$ cat config.mk
export PLATFORM = sky130hd
export DESIGN_NAME = lz4_frame_deframer_top
export DESIGN_NICKNAME = d
export VERILOG_FILES = /design/src/design/lz4fd_pkg.sv /design/src/design/lz4fd_core.sv /design/src/design/lz4_frame_deframer_top.sv
export VERILOG_INCLUDE_DIRS = /design/src /design/src/design
export SDC_FILE = /design/constraint.sdc
export NUM_CORES = 1
export LEC_CHECK = 0
export BUFFER_PORTS_ARGS = -buffer_cell sky130_fd_sc_hd__buf_2
export CAP_MARGIN = 15
export CORE_AREA = 2 2 186 188
export DETAILED_ROUTE_END_ITERATION = 16
export DIE_AREA = 0 0 188 190
export MAX_ROUTING_LAYER = met4
export PLACE_DENSITY = 0.49
export SKIP_LAST_GASP = 1
export SYNTH_ARGS = -nofsm -noshare
export SYNTH_HDL_FRONTEND = slang
export SYNTH_SLANG_ARGS = --single-unit
$ cat constraint.sdc
create_clock -name clk -period 6.68 [get_ports clk]
set_clock_uncertainty 0.15 [all_clocks]
set_input_delay 1.336 -clock clk [delete_from_list [all_inputs] [get_ports clk]]
set_output_delay 1.336 -clock clk [all_outputs]
set_load 0.02 [all_outputs]
$ cat src/design/lz4_frame_deframer_top_assert.svh
// ---------------------------------------------------------------------------
// Assertion macros shared by the LZ4 frame deframer RTL.
// ---------------------------------------------------------------------------
`ifndef LZ4_FRAME_DEFRAMER_TOP_ASSERT_SVH
`define LZ4_FRAME_DEFRAMER_TOP_ASSERT_SVH

// Same-cycle implication, sampled on clk, ignored while rst_n is low.
`define LZ4FD_ASSERT_NOW(label, ante, cons, msg) \
  label: assert property (@(posedge clk) disable iff (!rst_n) (ante) |-> (cons)) \
    else $error(msg);

// Next-cycle implication, sampled on clk, ignored while rst_n is low.
`define LZ4FD_ASSERT_NEXT(label, ante, cons, msg) \
  label: assert property (@(posedge clk) disable iff (!rst_n) (ante) |=> (cons)) \
    else $error(msg);

`endif

$ cat src/design/lz4fd_pkg.sv
// ---------------------------------------------------------------------------
// lz4fd_pkg
// Types, constants and helper functions of the LZ4 frame deframer.
// ---------------------------------------------------------------------------
package lz4fd_pkg;

  // Largest block size the deframer accepts, in bytes.
  localparam int BLOCK_LIMIT = 1048576;

  // Width of an internal block length and of the expected_len output.
  localparam int EXP_W     = $clog2(BLOCK_LIMIT + 1);
  localparam int OUT_EXP_W = 21;
  // Width of a decoded BD block size (largest code is 4 MiB).
  localparam int SZ_W      = 23;

  localparam logic [63:0] LIMIT64     = 64'(BLOCK_LIMIT);
  localparam logic [63:0] TWO_LIMIT64 = 64'(2 * BLOCK_LIMIT);

  // Frame magic, first byte on the wire first.
  localparam logic [7:0] MAGIC_B0 = 8'h04;
  localparam logic [7:0] MAGIC_B1 = 8'h22;
  localparam logic [7:0] MAGIC_B2 = 8'h4D;
  localparam logic [7:0] MAGIC_B3 = 8'h18;

  // FLG byte fields.
  localparam logic [1:0] FLG_VERSION = 2'b01;
  localparam int FLG_INDEP_BIT = 5;
  localparam int FLG_BCSUM_BIT = 4;
  localparam int FLG_CSIZE_BIT = 3;
  localparam int FLG_DICT_BIT  = 0;

  typedef enum logic [2:0] {
    KIND_HDR    = 3'd0,
    KIND_HDR_OK = 3'd1,
    KIND_LEN    = 3'd2,
    KIND_DATA   = 3'd3,
    KIND_END    = 3'd4,
    KIND_ERR    = 3'd5
  } kind_t;

  typedef logic [3:0] err_t;
  localparam err_t ERR_NONE      = 4'd0;
  localparam err_t ERR_MAGIC     = 4'd1;
  localparam err_t ERR_VERSION   = 4'd2;
  localparam err_t ERR_DEPENDENT = 4'd3;
  localparam err_t ERR_BLK_CSUM  = 4'd4;
  localparam err_t ERR_DICT_ID   = 4'd5;
  localparam err_t ERR_NO_SIZE   = 4'd6;
  localparam err_t ERR_BD        = 4'd7;
  localparam err_t ERR_TOO_LARGE = 4'd8;
  localparam err_t ERR_NEED_MAX  = 4'd9;
  localparam err_t ERR_ENDMARK   = 4'd10;

  // One result beat.
  typedef struct packed {
    kind_t                kind;
    err_t                 err_code;
    logic [7:0]           data_byte;
    logic                 stored_block;
    logic                 last_in_block;
    logic [OUT_EXP_W-1:0] expected_len;
    logic                 frame_done;
  } lz4fd_res_t;

  function automatic logic [7:0] magic_byte(input logic [1:0] idx);
    logic [7:0] b;
    case (idx)
      2'd0:    b = MAGIC_B0;
      2'd1:    b = MAGIC_B1;
      2'd2:    b = MAGIC_B2;
      default: b = MAGIC_B3;
    endcase
    return b;
  endfunction

  // Block size selected by the BD size code; zero marks an invalid code.
  function automatic logic [SZ_W-1:0] bd_block_size(input logic [2:0] code);
    logic [SZ_W-1:0] sz;
    case (code)
      3'd4:    sz = SZ_W'(65536);
      3'd5:    sz = SZ_W'(262144);
      3'd6:    sz = SZ_W'(1048576);
      3'd7:    sz = SZ_W'(4194304);
      default: sz = '0;
    endcase
    return sz;
  endfunction

endpackage

$ cat src/design/lz4fd_core.sv
// ---------------------------------------------------------------------------
// lz4fd_core
// Frame parser state and the per-byte decision logic of the deframer.
// ---------------------------------------------------------------------------
module lz4fd_core
  import lz4fd_pkg::*;
(
  input  logic       clk,
  input  logic       rst_n,
  input  logic       step,
  input  logic [7:0] in_byte,
  output lz4fd_res_t res
);

  typedef enum logic [3:0] {
    PH_MAGIC   = 4'd0,
    PH_FLG     = 4'd1,
    PH_BD      = 4'd2,
    PH_CSIZE   = 4'd3,
    PH_HCHK    = 4'd4,
    PH_LEN     = 4'd5,
    PH_PAYLOAD = 4'd6,
    PH_END     = 4'd7,
    PH_ERROR   = 4'd8
  } phase_t;

  phase_t            phase_r, phase_nxt;
  logic [2:0]        byte_pos_r, byte_pos_nxt;
  logic [63:0]       rem_r, rem_nxt;
  logic [23:0]       len_sh_r, len_sh_nxt;
  logic [30:0]       pay_left_r, pay_left_nxt;
  logic [EXP_W-1:0]  blk_exp_r, blk_exp_nxt;
  logic              stored_r, stored_nxt;
  logic              bs_lim_r, bs_lim_nxt;
  err_t              err_r, err_nxt;

  err_t              new_err;
  logic              end_blk;
  logic [SZ_W-1:0]   bd_sz;
  logic [63:0]       csize;
  logic [31:0]       raw_len;
  logic [63:0]       rem_minus;
  logic              rem_le_lim;
  logic              rem_ge_2lim;

  // rem_r holds the content bytes still to come. During the header it is
  // the shift register that gathers the content size.
  assign rem_minus   = rem_r - LIMIT64;
  assign rem_le_lim  = (rem_r <= LIMIT64);
  assign rem_ge_2lim = (rem_r >= TWO_LIMIT64);
  assign bd_sz       = bd_block_size(in_byte[6:4]);
  assign csize       = {in_byte, rem_r[63:8]};
  assign raw_len     = {in_byte, len_sh_r};

  always_comb begin
    phase_nxt    = phase_r;
    byte_pos_nxt = byte_pos_r;
    rem_nxt      = rem_r;
    len_sh_nxt   = len_sh_r;
    pay_left_nxt = pay_left_r;
    blk_exp_nxt  = blk_exp_r;
    stored_nxt   = stored_r;
    bs_lim_nxt   = bs_lim_r;
    err_nxt      = err_r;
    new_err      = ERR_NONE;
    end_blk      = 1'b0;
    res          = '0;
    res.kind     = KIND_HDR;

    case (phase_r)
      PH_MAGIC: begin
        if (in_byte != magic_byte(byte_pos_r[1:0])) begin
          new_err = ERR_MAGIC;
        end else if (byte_pos_r[1:0] == 2'd3) begin
          byte_pos_nxt = '0;
          phase_nxt    = PH_FLG;
        end else begin
          byte_pos_nxt = byte_pos_r + 3'd1;
        end
      end
      PH_FLG: begin
        if (in_byte[7:6] != FLG_VERSION)   new_err = ERR_VERSION;
        else if (!in_byte[FLG_INDEP_BIT])  new_err = ERR_DEPENDENT;
        else if (in_byte[FLG_BCSUM_BIT])   new_err = ERR_BLK_CSUM;
        else if (in_byte[FLG_DICT_BIT])    new_err = ERR_DICT_ID;
        else if (!in_byte[FLG_CSIZE_BIT])  new_err = ERR_NO_SIZE;
        else                               phase_nxt = PH_BD;
      end
      PH_BD: begin
        if (bd_sz == '0) begin
          new_err = ERR_BD;
        end else if (bd_sz > SZ_W'(BLOCK_LIMIT)) begin
          new_err = ERR_TOO_LARGE;
        end else begin
          bs_lim_nxt   = (bd_sz == SZ_W'(BLOCK_LIMIT));
          byte_pos_nxt = '0;
          phase_nxt    = PH_CSIZE;
        end
      end
      PH_CSIZE: begin
        rem_nxt      = csize;
        byte_pos_nxt = byte_pos_r + 3'd1;
        if (byte_pos_r == 3'd7) begin
          // Content larger than one block needs the largest block size.
          if ((csize > LIMIT64) && !bs_lim_r) new_err = ERR_NEED_MAX;
          else                                 phase_nxt = PH_HCHK;
        end
      end
      PH_HCHK: begin
        res.kind = KIND_HDR_OK;
        if (rem_r == '0) begin
          res.frame_done = 1'b1;
          phase_nxt      = PH_END;
        end else begin
          blk_exp_nxt  = rem_le_lim ? EXP_W'(rem_r) : EXP_W'(BLOCK_LIMIT);
          byte_pos_nxt = '0;
          phase_nxt    = PH_LEN;
        end
      end
      PH_LEN: begin
        res.kind         = KIND_LEN;
        res.expected_len = OUT_EXP_W'(blk_exp_r);
        len_sh_nxt       = {in_byte, len_sh_r[23:8]};
        if (byte_pos_r[1:0] == 2'd3) begin
          if (raw_len == '0) begin
            new_err = ERR_ENDMARK;
          end else if (raw_len[31] && (raw_len[30:0] != 31'(blk_exp_r))) begin
            new_err = ERR_ENDMARK;
          end else begin
            stored_nxt       = raw_len[31];
            res.stored_block = raw_len[31];
            byte_pos_nxt     = '0;
            if (raw_len[30:0] == '0) begin
              res.last_in_block = 1'b1;
              end_blk           = 1'b1;
            end else begin
              pay_left_nxt = raw_len[30:0];
              phase_nxt    = PH_PAYLOAD;
            end
          end
        end else begin
          byte_pos_nxt = byte_pos_r + 3'd1;
        end
      end
      PH_PAYLOAD: begin
        res.kind         = KIND_DATA;
        res.data_byte    = in_byte;
        res.stored_block = stored_r;
        res.expected_len = OUT_EXP_W'(blk_exp_r);
        pay_left_nxt     = pay_left_r - 31'd1;
        if (pay_left_r == 31'd1) begin
          res.last_in_block = 1'b1;
          end_blk           = 1'b1;
        end
      end
      PH_END: begin
        res.kind       = KIND_END;
        res.frame_done = 1'b1;
      end
      default: begin
        res.kind     = KIND_ERR;
        err_nxt      = (err_r == ERR_NONE) ? ERR_ENDMARK : err_r;
        res.err_code = err_nxt;
        phase_nxt    = PH_ERROR;
      end
    endcase

    // Closing a block: the frame is complete when no more than one block of
    // content was left, otherwise the next block length is set up.
    if (end_blk) begin
      if (rem_le_lim) begin
        res.frame_done = 1'b1;
        phase_nxt      = PH_END;
      end else begin
        rem_nxt      = rem_minus;
        blk_exp_nxt  = rem_ge_2lim ? EXP_W'(BLOCK_LIMIT) : EXP_W'(rem_minus);
        byte_pos_nxt = '0;
        phase_nxt    = PH_LEN;
      end
    end

    if (new_err != ERR_NONE) begin
      res          = '0;
      res.kind     = KIND_ERR;
      res.err_code = new_err;
      err_nxt      = new_err;
      phase_nxt    = PH_ERROR;
    end
  end

  always_ff @(posedge clk) begin
    if (!rst_n) begin
      phase_r    <= PH_MAGIC;
      byte_pos_r <= '0;
      err_r      <= ERR_NONE;
      rem_r      <= '0;
    end else if (step) begin
      phase_r    <= phase_nxt;
      byte_pos_r <= byte_pos_nxt;
      err_r      <= err_nxt;
      rem_r      <= rem_nxt;
    end
  end

  always_ff @(posedge clk) begin
    if (step) begin
      len_sh_r   <= len_sh_nxt;
      pay_left_r <= pay_left_nxt;
      blk_exp_r  <= blk_exp_nxt;
      stored_r   <= stored_nxt;
      bs_lim_r   <= bs_lim_nxt;
    end
  end

endmodule

$ cat src/design/lz4_frame_deframer_top.sv
// Output: a result beat is registered and appears on the output in the cycle after its byte is taken.
// Throughput: one byte per cycle while the output is not stalled; the parser decides each byte combinationally.
// The output register is refilled in the cycle it is emptied, so no bubbles appear.
// Reset: synchronous, active-low rst_n; the parser returns to the magic check,
// the sticky error clears and the output register is emptied.
// ---------------------------------------------------------------------------
// lz4_frame_deframer_top
// LZ4 frame header and block-length parser with registered result beats.
// ---------------------------------------------------------------------------
`include "lz4_frame_deframer_top_assert.svh"

module lz4_frame_deframer_top
  import lz4fd_pkg::*;
(
  input  logic                 clk,
  input  logic                 rst_n,
  input  logic                 in_valid,
  output logic                 in_stall,
  input  logic [7:0]           in_byte,
  output logic                 out_valid,
  input  logic                 out_stall,
  output logic [2:0]           out_kind,
  output logic [3:0]           out_err_code,
  output logic [7:0]           out_data_byte,
  output logic                 out_stored_block,
  output logic                 out_last_in_block,
  output logic [OUT_EXP_W-1:0] out_expected_len,
  output logic                 out_frame_done
);

  logic       out_valid_r, out_valid_nxt;
  lz4fd_res_t res_r;
  lz4fd_res_t res_comb;
  logic       step;

  // A byte is taken whenever the output register is empty or being drained.
  assign in_stall = out_valid_r && out_stall;
  assign step     = in_valid && !in_stall;

  lz4fd_core u_core (
    .clk     (clk),
    .rst_n   (rst_n),
    .step    (step),
    .in_byte (in_byte),
    .res     (res_comb)
  );

  always_comb begin
    if (step) out_valid_nxt = 1'b1;
    else      out_valid_nxt = out_valid_r && out_stall;
  end

  always_ff @(posedge clk) begin
    if (!rst_n) begin
      out_valid_r <= 1'b0;
    end else begin
      out_valid_r <= out_valid_nxt;
    end
  end

  always_ff @(posedge clk) begin
    if (step) begin
      res_r <= res_comb;
    end
  end

  assign out_valid         = out_valid_r;
  assign out_kind          = res_r.kind;
  assign out_err_code      = res_r.err_code;
  assign out_data_byte     = res_r.data_byte;
  assign out_stored_block  = res_r.stored_block;
  assign out_last_in_block = res_r.last_in_block;
  assign out_expected_len  = res_r.expected_len;
  assign out_frame_done    = res_r.frame_done;

  `LZ4FD_ASSERT_NOW(a_err_code_nonzero, out_valid_r && (res_r.kind == KIND_ERR), res_r.err_code != ERR_NONE, "error beat without an error code")
  `LZ4FD_ASSERT_NOW(a_err_code_only_on_err, out_valid_r && (res_r.kind != KIND_ERR), res_r.err_code == ERR_NONE, "error code on a non-error beat")
  `LZ4FD_ASSERT_NOW(a_last_kind, out_valid_r && res_r.last_in_block, (res_r.kind == KIND_DATA) || (res_r.kind == KIND_LEN), "block end marked outside a length or payload beat")
  `LZ4FD_ASSERT_NEXT(a_err_sticky, step && out_valid_r && (res_r.kind == KIND_ERR) && !out_stall, out_valid_r && (res_r.kind == KIND_ERR) && (res_r.err_code == $past(res_r.err_code)), "error beat not repeated with the same code")

endmodule
==> results.md <==
- Status: completed
- Syn_area_per_cell: 9.477 µm²
- IO Pins: 53
- Post-layout util: 33.42%
- First-pass GRT wire length: 45730 µm
- Area grow syn2layout: 13.81%
- PwrDens: 227.8 mW/mm²
- Count of different cell masters after synthesis: 71
- Final Cell Area: 0.01135 mm²
- Flop-to-flop setup slack: 2730 ps
- CTS tree: done
- DIE AREA: 0.03572 mm²
- MaxCap Viol Count: 0
- Total number of vias: 8148
- Final Wtd Congestion: 0.8465
- Worst Hold Depth: 2
- Nets: 1102
- Area of the mapped netlist: 0.009970 mm²
- Met3 usage: 2.472%
- GR met2 Demand/Resource: 26.37%
- WS Path Type: in2reg
- DPL Wire Length: 19590 µm
- Max FO, Critical Path: 15
- EDFF count, synth: 117
- Hold path start: u_core.rem_r[6]$_SDFFE_PN0P_
- Leakage: 3.912 nW
- Worst path required time: 6890 ps
- DRT Wirelength: 28790 µm
- Sequential share of the synthesized area: 50.50%
- I/O Buffers: 52
- H-Tree Level Count: 4
- # setup viols final: 0
- Mapped Nets: 1076
- Total global routing track utilization: 16.75%
- Share of layout cells above drive strength 1: 10.63%
- Seq cells post-synth: 193
- Antenna viol nets, final: 0
- Post-CTS Setup Bufs: 0
- Number of global-route vias before repair: 7874
- R2R Path Start: u_core.rem_r[56]$_SDFFE_PN0P_
- Initial Util: 29.37%
- CTS resizes: 0
- Initial DRC count: 738
- M1 GR Usage: 22.20%
- Clk Latency, worst-skew pair: 440 ps
- Synth async-reset ratio: 0%
- Hold WC Path Type: reg2reg
- Reg-to-reg critical path endpoint: out_expected_len[8]$_SDFFCE_PP0P_
- Worst R2R Path Depth: 9
- Total CTS buffers: 17
- Crit path time final: 4630 ps
- CTS Sinks: 193
- # rows: 68
- Type of origin of the critical path: input port
- Cts hold-fix bufs: 0
- Root Buffer: clkbuf_16
- TNS Setup: 0 ps
- Grt total ovfl: 0
- Peak supply drop: 0.1987 mV
- # DRC: 0
- Grt peak-use layer: met2
- First-pass DRT Iterations: 5
- Die width: 188 µm
- Largest net degree at the start of global routing: 74
- Clock buffer depth: 2
- RSZ-0062 raised after global routing: no
- Max Freq: 0.2160 GHz
- Cell Area, Placed: 0.01071 mm²
- Fin crit share: 69.31%
- Final Hold Vio Count: 0
- Ys flop type: edfxtp_1
- Clk slew on worst S/H paths: 80 ps
- Worst-Margin Slew: 1155 ps
- Slew HR: 22.71%
- Hold endpoint: u_core.rem_r[6]$_SDFFE_PN0P_
- Syn Inst Count: 1052
- Core Region: 0.03395 mm²
- Drt via density: 5.267
- Worst EP arrival: 4840 ps
- Setup crit end kind: register
- Die height: 190 µm
- Fin. max-slew vios: 0
- Synth Warn #: 0
- Routed len/inst: 18.61 µm
- Initial antenna violation count: 0
cells by family after synthesis:
kind of cell | Yosys count | synth area share, %
AOI/OAI and AO/OA | 252 | 16.68
xor gates and xnor gates | 51 | 4.480
adders and majority gates | 12 | 1.506
buffers and inverters | 83 | 3.250
DFF | 193 | 50.50
muxes | 7 | 0.7028
and+or+nand+nor | 454 | 22.88
synth_stat cells (3+ instances only):
master	count	area, µm²
dfxtp_1	76	1521
nand2b_1	12	75.07
a41oi_1	4	35.03
xor2_1	33	289.0
and2_1	35	219.0
buf_2	3	15.01
o221ai_1	9	78.83
o211ai_1	5	37.54
nand3_1	25	125.1
clkbuf_1	53	198.9
nor4_1	42	262.8
nor3_1	50	250.2
nand4_1	12	75.07
a31oi_1	6	37.54
buf_1	4	15.01
nor2b_1	3	18.77
o21ai_0	58	290.3
nor3b_1	6	45.04
or3_1	8	50.05
or4_1	9	67.56
nand2_1	107	401.6
and3_1	13	81.33
a211oi_1	33	247.7
o22ai_1	5	31.28
o41ai_1	3	26.28
xnor2_1	18	157.7
a22o_1	21	183.9
o21a_1	7	52.55
mux2i_1	7	70.07
a21oi_1	67	335.3
edfxtp_1	117	3513
nor2_1	116	435.4
nand3b_1	3	22.52
inv_1	20	75.07
ha_1	12	150.1
a311oi_1	9	78.83
how the worst max path moves through the flow:
stage / startpoint / to / slack, ps / depth (start not counted)
after floorplan: in_byte[4] / u_core.pay_left_r[0]$_DFFE_PP_ / 2430 / 7
after global placement: in_byte[5] / out_kind[1]$_SDFFCE_PP0P_ / 1590 / 8
after detailed placement: in_byte[5] / u_core.rem_r[50]$_SDFFE_PN0P_ / 1600 / 9
after CTS: in_byte[5] / u_core.rem_r[50]$_SDFFE_PN0P_ / 2040 / 9
after global routing: in_byte[5] / u_core.rem_r[50]$_SDFFE_PN0P_ / 1730 / 9
final: in_byte[5] / u_core.rem_r[50]$_SDFFE_PN0P_ / 2050 / 9
registers in the layout, indices dropped and copies added, names as in the netlist:
register	cells
out_data_byte	8
out_err_code	4
out_expected_len	21
out_frame_done	1
out_kind	3
out_last_in_block	1
out_stored_block	1
out_valid	1
u_core.blk_exp_r	21
u_core.bs_lim_r	1
u_core.byte_pos_r	3
u_core.err_r	4
u_core.len_sh_r	24
u_core.pay_left_r	31
u_core.phase_r	4
u_core.rem_r	64
u_core.stored_r	1
layout make-up:
type	count	area, µm²
Timing Repair Buffer	69	387.9
Clock inverter	15	206.4
Tap cell	455	569.3
Fill cell	3515	22600
Multi-Input combinational cell	776	4638
Antenna cell	1	2.502
Sequential cell	193	5035
Inverter	21	81.33
Clock buffer	17	425.4
through the flow:
| stage | power [mW] | cells | hold slack (ps) | worst slack (ps) |
|---|---|---|---|---|
| floorplan | 1.451 | 1052 | 293.5 | 2434 |
| global placement | 1.511 | 1513 | 314.0 | 1592 |
| detailed placement | 1.511 | 1514 | 314.6 | 1597 |
| CTS | 2.610 | 1546 | 328.5 | 2043 |
| global route | 2.677 | 1546 | 348.4 | 1735 |
| finish | 2.585 | 1547 | 327.6 | 2050 |
routing by layer:
metal  up-vias  part of all wire (%)
li1       3967                     -
met1      3929                    47
met2       217                    46
met3        35                   4.4
met4         0                   2.2
met5         -                     0
critical path, stage by stage:
cell and delay [ps]:
buf_2 190, nor4_1 410, nand3_1 290, or3_1 490, o41ai_2 650, nand2_1 580
nor3_1 540, a211oi_1 140, nor3_1 220
where the power goes:
| group | internal [mW] | leakage, nW | switching (mW) |
|---|---|---|---|
| clock | 0.528 | 0.305 | 0.574 |
| sequential | 1.29 | 1.72 | 0.0261 |
| combinational | 0.0570 | 1.89 | 0.114 |
cell usage in the layout, fill, tap and decap left out, types with 12 or more instances in the layout:
master,count
edfxtp_1,117
nor2_1,113
nand2_1,107
dfxtp_1,76
a21oi_1,67
o21ai_0,57
buf_2,52
nor3_1,50
nor4_1,42
and2_1,35
xor2_1,33
a211oi_1,33
nand3_1,25
a22o_1,21
inv_1,20
xnor2_1,18
clkbuf_16,17
buf_4,17
and3_1,13
nand4_1,12
nand2b_1,12
ha_1,12
No activity file was read; power rests on OpenSTA's default activity.
